### src/design/bfs_pkg.sv
`default_nettype none
package bfs_pkg;

  localparam int unsigned ValueWidth = 64;
  localparam int unsigned CntWidth   = 4;

  localparam logic [6:0] GroupMask = 7'h7F;
  localparam logic [7:0] ContBit   = 8'h80;
  localparam int unsigned GroupBits = 7;

  // Index of the tenth byte: a 64-bit varint ends there at the latest.
  localparam logic [CntWidth-1:0] VarLastIdx = 4'd9;

  localparam logic ActFixed  = 1'b0;
  localparam logic ActVarint = 1'b1;

  localparam logic [1:0] Wc16 = 2'd0;
  localparam logic [1:0] Wc32 = 2'd1;
  localparam logic [1:0] Wc64 = 2'd2;
  localparam logic [1:0] Wc8B = 2'd3;

  // Descriptor handed from the classifier to the byte emitter.
  typedef struct packed {
    logic                  varint;
    logic [ValueWidth-1:0] data;
    logic [CntWidth-1:0]   cnt;
  } desc_t;

  // Index of the last byte of a fixed-width write.
  function automatic logic [CntWidth-1:0] fixed_last_idx(input logic [1:0] wc);
    logic [CntWidth-1:0] r;
    begin
      case (wc)
        Wc16:    r = 4'd1;
        Wc32:    r = 4'd2;
        Wc64:    r = 4'd3;
        default: r = 4'd7;
      endcase
      return r;
    end
  endfunction

endpackage
`default_nettype wire

### src/design/bfs_front.sv
`default_nettype none
module bfs_front (
  input  wire logic                          clk_i,
  input  wire logic                          rst_ni,
  input  wire logic                          cfg_valid_i,
  input  wire logic                          cfg_big_endian_i,
  input  wire logic                          action_i,
  input  wire logic [1:0]                    width_code_i,
  input  wire logic                          signed_en_i,
  input  wire logic [bfs_pkg::ValueWidth-1:0] value_i,
  output bfs_pkg::desc_t                     desc_o
);
  import bfs_pkg::*;

  logic                  big_endian_q, big_endian_d;
  logic [ValueWidth-1:0] mask;
  logic [ValueWidth-1:0] masked;
  logic [ValueWidth-1:0] shifted;
  logic [ValueWidth-1:0] negated;
  logic [ValueWidth-1:0] var_val;
  logic [ValueWidth-1:0] swapped;
  logic                  neg;

  always_comb begin
    big_endian_d = big_endian_q;
    if (cfg_valid_i) begin
      big_endian_d = cfg_big_endian_i;
    end
  end

  always_ff @(posedge clk_i or negedge rst_ni) begin
    if (!rst_ni) begin
      big_endian_q <= 1'b0;
    end else begin
      big_endian_q <= big_endian_d;
    end
  end

  // Zigzag-like signed mapping for varints: n >= 0 maps to 2n, n < 0 to -2n+1 within the width's mask.
  always_comb begin
    case (width_code_i)
      Wc16: begin
        mask = {48'd0, 16'hFFFF};
        neg  = value_i[15];
      end
      Wc32: begin
        mask = {32'd0, 32'hFFFF_FFFF};
        neg  = value_i[31];
      end
      default: begin
        mask = {ValueWidth{1'b1}};
        neg  = value_i[63];
      end
    endcase
    masked  = value_i & mask;
    shifted = {masked[ValueWidth-2:0], 1'b0} & mask;
    negated = ((~shifted + 64'd1) & mask) | 64'd1;
    if (signed_en_i && neg) begin
      var_val = negated;
    end else if (signed_en_i) begin
      var_val = shifted;
    end else begin
      var_val = masked;
    end
  end

  // The emitter always takes the low byte first, so big-endian writes are swapped here.
  always_comb begin
    case (width_code_i)
      Wc16:    swapped = {48'd0, value_i[7:0], value_i[15:8]};
      Wc32:    swapped = {40'd0, value_i[7:0], value_i[15:8], value_i[23:16]};
      Wc64:    swapped = {32'd0, value_i[7:0], value_i[15:8], value_i[23:16],
                          value_i[31:24]};
      default: swapped = {value_i[7:0], value_i[15:8], value_i[23:16], value_i[31:24],
                          value_i[39:32], value_i[47:40], value_i[55:48],
                          value_i[63:56]};
    endcase
  end

  always_comb begin
    if (action_i == ActVarint) begin
      desc_o.varint = 1'b1;
      desc_o.data   = var_val;
      desc_o.cnt    = '0;
    end else begin
      desc_o.varint = 1'b0;
      desc_o.data   = big_endian_q ? swapped : value_i;
      desc_o.cnt    = fixed_last_idx(width_code_i);
    end
  end

endmodule
`default_nettype wire

### src/design/bfs_queue.sv
`default_nettype none
module bfs_queue (
  input  wire logic     clk_i,
  input  wire logic     rst_ni,
  input  wire logic     push_i,
  input  wire bfs_pkg::desc_t push_data_i,
  output logic          full_o,
  input  wire logic     pop_i,
  output logic          valid_o,
  output bfs_pkg::desc_t pop_data_o
);
  import bfs_pkg::*;

  desc_t      mem_q [2];
  logic       wptr_q, wptr_d;
  logic       rptr_q, rptr_d;
  logic [1:0] count_q, count_d;
  logic       do_push, do_pop;

  assign full_o     = (count_q == 2'd2);
  assign valid_o    = (count_q != 2'd0);
  assign pop_data_o = mem_q[rptr_q];
  assign do_push    = push_i && !full_o;
  assign do_pop     = pop_i && valid_o;

  always_comb begin
    wptr_d  = do_push ? ~wptr_q : wptr_q;
    rptr_d  = do_pop ? ~rptr_q : rptr_q;
    count_d = count_q;
    if (do_push && !do_pop) begin
      count_d = count_q + 2'd1;
    end else if (do_pop && !do_push) begin
      count_d = count_q - 2'd1;
    end
  end

  always_ff @(posedge clk_i or negedge rst_ni) begin
    if (!rst_ni) begin
      wptr_q  <= 1'b0;
      rptr_q  <= 1'b0;
      count_q <= 2'd0;
    end else begin
      wptr_q  <= wptr_d;
      rptr_q  <= rptr_d;
      count_q <= count_d;
    end
  end

  always_ff @(posedge clk_i) begin
    if (do_push) begin
      mem_q[wptr_q] <= push_data_i;
    end
  end

endmodule
`default_nettype wire

### src/design/bfs_back.sv
`default_nettype none
module bfs_back (
  input  wire logic       clk_i,
  input  wire logic       rst_ni,
  input  wire logic       q_valid_i,
  input  wire bfs_pkg::desc_t q_data_i,
  output logic            q_pop_o,
  output logic            out_valid_o,
  input  wire logic       out_ready_i,
  output logic [7:0]      out_byte_o,
  output logic            last_o
);
  import bfs_pkg::*;

  logic                  busy_q, busy_d;
  logic                  varint_q;
  logic [ValueWidth-1:0] data_q;
  logic [CntWidth-1:0]   cnt_q;
  logic                  out_valid_q, out_valid_d;
  logic [7:0]            byte_q;
  logic                  last_q;
  logic                  advance;
  logic                  cur_last;
  logic [7:0]            cur_byte;
  logic [ValueWidth-1:0] rest;

  assign advance = busy_q && (!out_valid_q || out_ready_i);
  assign rest    = varint_q ? (data_q >> GroupBits) : (data_q >> 8);

  always_comb begin
    if (varint_q) begin
      cur_last = (rest == '0) || (cnt_q == VarLastIdx);
      cur_byte = cur_last ? {1'b0, data_q[6:0] & GroupMask}
                          : (ContBit | {1'b0, data_q[6:0] & GroupMask});
    end else begin
      cur_last = (cnt_q == '0);
      cur_byte = data_q[7:0];
    end
  end

  // A new request is taken as soon as the current one hands over its last byte.
  assign q_pop_o = q_valid_i && (!busy_q || (advance && cur_last));

  always_comb begin
    busy_d = busy_q;
    if (q_pop_o) begin
      busy_d = 1'b1;
    end else if (advance && cur_last) begin
      busy_d = 1'b0;
    end
    out_valid_d = out_valid_q;
    if (advance) begin
      out_valid_d = 1'b1;
    end else if (out_ready_i) begin
      out_valid_d = 1'b0;
    end
  end

  always_ff @(posedge clk_i or negedge rst_ni) begin
    if (!rst_ni) begin
      busy_q      <= 1'b0;
      out_valid_q <= 1'b0;
    end else begin
      busy_q      <= busy_d;
      out_valid_q <= out_valid_d;
    end
  end

  always_ff @(posedge clk_i) begin
    if (q_pop_o) begin
      varint_q <= q_data_i.varint;
      data_q   <= q_data_i.data;
      cnt_q    <= q_data_i.cnt;
    end else if (advance) begin
      data_q <= rest;
      cnt_q  <= varint_q ? (cnt_q + 4'd1) : (cnt_q - 4'd1);
    end
    if (advance) begin
      byte_q <= cur_byte;
      last_q <= cur_last;
    end
  end

  assign out_valid_o = out_valid_q;
  assign out_byte_o  = byte_q;
  assign last_o      = last_q;

endmodule
`default_nettype wire

### src/design/binary_field_serializer_top.sv
`default_nettype none
// Channel   Direction  Handshake                  Payload
// cfg       in         cfg_valid_i / cfg_ready_o  cfg_big_endian_i
// in        in         in_valid_i / in_ready_o    action_i, width_code_i, signed_en_i, value_i
// out       out        out_valid_o / out_ready_i  out_byte_o, last_o
//
// One byte leaves per cycle unless out_ready_i stalls the output; a request has
// 2, 3, 4 or 8 bytes for fixed writes and 1 to 10 for varints; the byte emitter sets this pace.
// An accepted request is held in the queue, then in the emitter, then in the output byte register.
// A two-entry queue sits between the classifier and the emitter, so new requests are
// taken while the emitter is still busy or the output is stalled.
// Reset empties the queue and the output register and clears big_endian.
module binary_field_serializer_top (
  input  wire logic        clk_i,
  input  wire logic        rst_ni,
  input  wire logic        cfg_valid_i,
  output logic             cfg_ready_o,
  input  wire logic        cfg_big_endian_i,
  input  wire logic        in_valid_i,
  output logic             in_ready_o,
  input  wire logic        action_i,
  input  wire logic [1:0]  width_code_i,
  input  wire logic        signed_en_i,
  input  wire logic [63:0] value_i,
  output logic             out_valid_o,
  input  wire logic        out_ready_i,
  output logic [7:0]       out_byte_o,
  output logic             last_o
);
  import bfs_pkg::*;

  desc_t front_desc;
  desc_t q_desc;
  logic  q_full;
  logic  q_valid;
  logic  q_pop;

  assign cfg_ready_o = 1'b1;
  assign in_ready_o  = !q_full;

  bfs_front u_front (
    .clk_i            (clk_i),
    .rst_ni           (rst_ni),
    .cfg_valid_i      (cfg_valid_i),
    .cfg_big_endian_i (cfg_big_endian_i),
    .action_i         (action_i),
    .width_code_i     (width_code_i),
    .signed_en_i      (signed_en_i),
    .value_i          (value_i),
    .desc_o           (front_desc)
  );

  bfs_queue u_queue (
    .clk_i       (clk_i),
    .rst_ni      (rst_ni),
    .push_i      (in_valid_i),
    .push_data_i (front_desc),
    .full_o      (q_full),
    .pop_i       (q_pop),
    .valid_o     (q_valid),
    .pop_data_o  (q_desc)
  );

  bfs_back u_back (
    .clk_i       (clk_i),
    .rst_ni      (rst_ni),
    .q_valid_i   (q_valid),
    .q_data_i    (q_desc),
    .q_pop_o     (q_pop),
    .out_valid_o (out_valid_o),
    .out_ready_i (out_ready_i),
    .out_byte_o  (out_byte_o),
    .last_o      (last_o)
  );

endmodule
`default_nettype wire
### config.mk
export PLATFORM = sky130hd
export DESIGN_NAME = binary_field_serializer_top
export DESIGN_NICKNAME = d
export VERILOG_FILES = /design/src/design/bfs_pkg.sv /design/src/design/bfs_front.sv /design/src/design/bfs_queue.sv /design/src/design/bfs_back.sv /design/src/design/binary_field_serializer_top.sv
export SDC_FILE = /design/constraint.sdc
export NUM_CORES = 1
export LEC_CHECK = 0
export BUFFER_PORTS_ARGS = -buffer_cell sky130_fd_sc_hd__buf_4
export CAP_MARGIN = 20
export CORE_MARGIN = 2
export CORE_UTILIZATION = 61
export DETAILED_ROUTE_END_ITERATION = 16
export HOLD_SLACK_MARGIN = 0.15
export PLACE_DENSITY = 0.76
export SLEW_MARGIN = 20
export SYNTH_ARGS = -nofsm -noshare
export SYNTH_HDL_FRONTEND = slang
export SYNTH_SLANG_ARGS = --single-unit
### constraint.sdc
create_clock -name clk_i -period 5.6 [get_ports clk_i]
set_input_delay 1.12 -clock clk_i [delete_from_list [all_inputs] [get_ports clk_i]]
set_output_delay 1.12 -clock clk_i [all_outputs]
set_load 0.01 [all_outputs]
==> tab_implementation.tex <==
\begin{tabular}{lr}
\hline
Metric & Value \\
\hline
\multicolumn{2}{l}{\textbf{CTS}} \\
Number of clock sinks seen by CTS & 221 \\
Clock tree root buffer cell & sky130\_fd\_sc\_hd\_\_clkbuf\_16 \\
CTS buffer count & 22 \\
Post-CTS setup buffer count & 0 \\
Clock buffer depth & 3 \\
Clock tree from TritonCTS & yes \\
Clk\_lat worst skew & a little under 500 ps \\
H-tree depth & 1 \\
Clk pin slew, worst setup/hold paths & 60 ps \\
Number of buffers inserted by hold repair at cts & 0 \\
Post-cts gate resize count & 0 \\
\multicolumn{2}{l}{\textbf{Placed design}} \\
Weighted congestion reported at the end of routability-driven placement & 1.08 \\
Count of port buffers added during placement & 84 \\
Detailed placement HPWL & $\sim$30000 um \\
Count of placed standard cells including taps & 1441 \\
\multicolumn{2}{l}{\textbf{Critical path}} \\
R2R depth & 8 \\
Register-to-register setup slack & $\sim$2200 ps \\
Kind of capture point of the worst setup path & flip-flop \\
Required time of the critical path & 5850 ps \\
CP startpoint kind & primary input \\
Critical path class & primary input to flip-flop \\
Arr. time, crit path & 4270 ps \\
CP max FO & 54 \\
Startpoint of the worst register-to-register path & u\_back.varint\_q \\
RR Endpoint & u\_back.data\_q[41] \\
\multicolumn{2}{l}{\textbf{Logic synthesis}} \\
Commonest cells post-synth & sky130\_fd\_sc\_hd\_\_mux2i\_1 (218), sky130\_fd\_sc\_hd\_\_edfxtp\_1 (214), sky130\_fd\_sc\_hd\_\_clkbuf\_1 (92) \\
Dominant cell type by area after synthesis & sky130\_fd\_sc\_hd\_\_edfxtp\_1 \\
Part of the Yosys area used for sequential elements & between 40\% and 50\% \\
Area of the mapped netlist & approximately 13000 um2 \\
Syn\_nets & 1257 \\
Portion of synthesized cell area occupied by the leading cell type & roughly 48\% \\
Primary flip-flop cell chosen by synthesis mapping & sky130\_fd\_sc\_hd\_\_edfxtp\_1 \\
Leading post-synthesis cells by cell area & sky130\_fd\_sc\_hd\_\_edfxtp\_1 (48\%), sky130\_fd\_sc\_hd\_\_mux2i\_1 (16\%), sky130\_fd\_sc\_hd\_\_clkbuf\_1 (2.6\%) \\
YS warnings & 0 \\
Avg Cell Area, Syn & 11.4 um2 \\
Count of mapped cells out of synthesis & between 1000 and 1500 \\
Cell variety after synth & 72 \\
Flops \& latches, synth & 221 \\
Number of flops mapped to enable cells by yosys & approximately 210 \\
Most frequent cell after synthesis & sky130\_fd\_sc\_hd\_\_mux2i\_1 \\
Async SR Flop Fraction & 3.17\% \\
\multicolumn{2}{l}{\textbf{STA}} \\
Fin crit share & 71.7\% \\
Setup TNS after final layout & 0 ps \\
Top achievable clock speed & 0.249 GHz \\
Hold Violations, Final & 0 \\
Number of pins exceeding their max-slew limit in the final report & 0 \\
Number of setup violations in the final report & 0 \\
Setup repair after global routing missed its margin & no \\
Hold slack final & roughly 420 ps \\
Headroom to the max-slew limit & 36.2\% \\
Clock tree skew after final layout & 9.65 ps \\
Fin crit period & 4020 ps \\
Slew at the pin with the worst max-slew slack & 957 ps \\
\multicolumn{2}{l}{\textbf{Detailed routing}} \\
Post-route ant nets & 0 \\
DRC Markers & 0 \\
Routed Wire Length & 42300 um \\
First-iteration detailed-routing DRC count & 1695 \\
Routed len/inst & 28.6 um \\
First-pass iteration count of the detailed router & 8 \\
Via count & around 11000 \\
Vias per Instance & 7.22 \\
\multicolumn{2}{l}{\textbf{Floorplanning}} \\
Initial core utilization & between 60\% and 70\% \\
Area inside the core boundary & about 22000 um2 \\
Ports & 86 \\
Die boundary height & 152 um \\
Die Area & 23200 um2 \\
FP Rows & 54 \\
Die extent in x & 152 um \\
\multicolumn{2}{l}{\textbf{Global route}} \\
Via count of the first global-routing pass & around 10000 \\
Remaining Overflow, GRT & 0 \\
Pin count of the biggest net entering global routing & 69 \\
Overall global routing resource usage & 35.8\% \\
Number of antenna violations at the first check in global routing & 0 \\
Wire length of the first global-routing pass & 63400 um \\
\multicolumn{2}{l}{\textbf{Min path}} \\
Hold path depth & 0 \\
Hold path start & u\_back.data\_q[1] \\
Hold Crit Class & flip-flop to flip-flop \\
WHS Endpoint & u\_back.out\_byte\_o[1] \\
\multicolumn{2}{l}{\textbf{Pwr}} \\
Pwr dens & between 400 and 500 nW/um2 \\
Peak supply drop & 0.255 mV \\
Sum of internal, switching and leakage power & 6.26 mW \\
Leakage dissipation & 5.71 nW \\
\multicolumn{2}{l}{\textbf{Cells and area}} \\
Layout-stage area growth over the synthesis result & 10.3\% \\
Nets & roughly 1300 \\
Fin util & 68.2\% \\
Final Instance Count excl. Fillers & 1480 \\
Count of inserted antenna diode cells & 0 \\
Share of layout cells above drive strength 1 & between 10\% and 20\% \\
\multicolumn{2}{l}{\textbf{Run status}} \\
Run status & complete, no violations \\
\multicolumn{2}{l}{\textbf{Job}} \\
Max-capacitance violation count & 0 \\
\hline
\end{tabular}
-- metal layers --
metal | share of wire, % | track usage [%] | vias up | wire (um)
met1 | 38 | 49.9 | 5105 | 16300
met5 | 0 | 0 | - | 0
met4 | 5.5 | 15.5 | 0 | 2330
met3 | 11 | 5.69 | 168 | 4650
li1 | - | - | 4631 | -
met2 | 45 | 56.3 | 782 | 19100
-- cell type report --
class | instances | area (um2)
Clock buffer | 25 | 583
Clock inverter | 14 | 129
Fill cell | 1630 | 6900
Inverter | 20 | 75.1
Multi-Input combinational cell | 821 | 6300
Sequential cell | 221 | 6610
Tap cell | 280 | 350
Timing Repair Buffer | 99 | 743
-- logic make-up (layout without fill, tap and decap cells) --
group,count (synthesis),after routing,synth area share (%)
AOI/OAI and AO/OA,268,268,13.7
xor gates and xnor gates,52,52,3.40
adders and majority gates,5,5,0.523
buffers and inverters,136,158,4.03
DFF,221,221,49.2
muxes,241,241,19.2
other,1,1,0.0280
and+or+nand+nor,254,254,9.87
-- where the power goes --
part / switching (mW) / internal [mW]
clock: 0.595 / 0.844
sequential: 0.408 / 2.54
combinational: 1.11 / 0.755
total: 2.12 / 4.14
-- sequential cells by signal, summed over array words and instances, names as in the netlist --
signal                flops
u_back.out_byte_o         8
u_back.varint_q           1
u_back.last_o             1
u_back.busy_q             1
u_queue.rptr_q            1
u_back.cnt_q              4
u_back.data_q            64
u_queue.count_q           2
u_back.out_valid_o        1
u_queue.wptr_q            1
u_queue.mem_q           136
u_front.big_endian_q      1
-- per-stage QoR --
step                      cell area, um2  setup WS [ps]
after floorplan                    13400            486
after global placement             14100           1190
after detailed placement           14100           1270
after CTS                          14800           1790
after global routing               14800           1470
final                              14800           1580
-- layout by cell type, fill, tap and decap left out, types with 12 or more instances in the layout --
master	count
sky130_fd_sc_hd__a31oi_1	15
sky130_fd_sc_hd__mux2i_1	218
sky130_fd_sc_hd__clkbuf_16	23
sky130_fd_sc_hd__nand4_1	12
sky130_fd_sc_hd__a222oi_1	13
sky130_fd_sc_hd__inv_1	19
sky130_fd_sc_hd__nand2_1	34
sky130_fd_sc_hd__nor3_1	24
sky130_fd_sc_hd__buf_4	99
sky130_fd_sc_hd__a22o_1	14
sky130_fd_sc_hd__xor2_1	19
sky130_fd_sc_hd__edfxtp_1	214
sky130_fd_sc_hd__xnor2_1	33
sky130_fd_sc_hd__o21ai_0	64
sky130_fd_sc_hd__a21oi_1	46
sky130_fd_sc_hd__nand3_1	23
sky130_fd_sc_hd__nor4_1	18
sky130_fd_sc_hd__nor2_1	78
sky130_fd_sc_hd__mux4_2	12
-- worst max-delay path by stage --
stage	start	endpoint	slack [ps]	cells after the start
detailed placement	action_i	u_queue.mem_q[1][65]	1270	8
global placement	action_i	u_queue.mem_q[0][65]	1190	8
finish	action_i	u_queue.mem_q[0][65]	1580	8
global route	action_i	u_queue.mem_q[1][65]	1470	8
CTS	action_i	u_queue.mem_q[1][48]	1790	8
floorplan	out_ready_i	u_back.cnt_q[0]	490	3
-- worst max-delay path: stages --
cell and delay (ps):
sky130_fd_sc_hd__buf_4 430, sky130_fd_sc_hd__inv_1 360, sky130_fd_sc_hd__nor2_1 550, sky130_fd_sc_hd__nand2_1 540, sky130_fd_sc_hd__nor2_1 560, sky130_fd_sc_hd__buf_4 310, sky130_fd_sc_hd__a222oi_1 110, sky130_fd_sc_hd__o21ai_0 220
(Power assumes the default switching activity.)
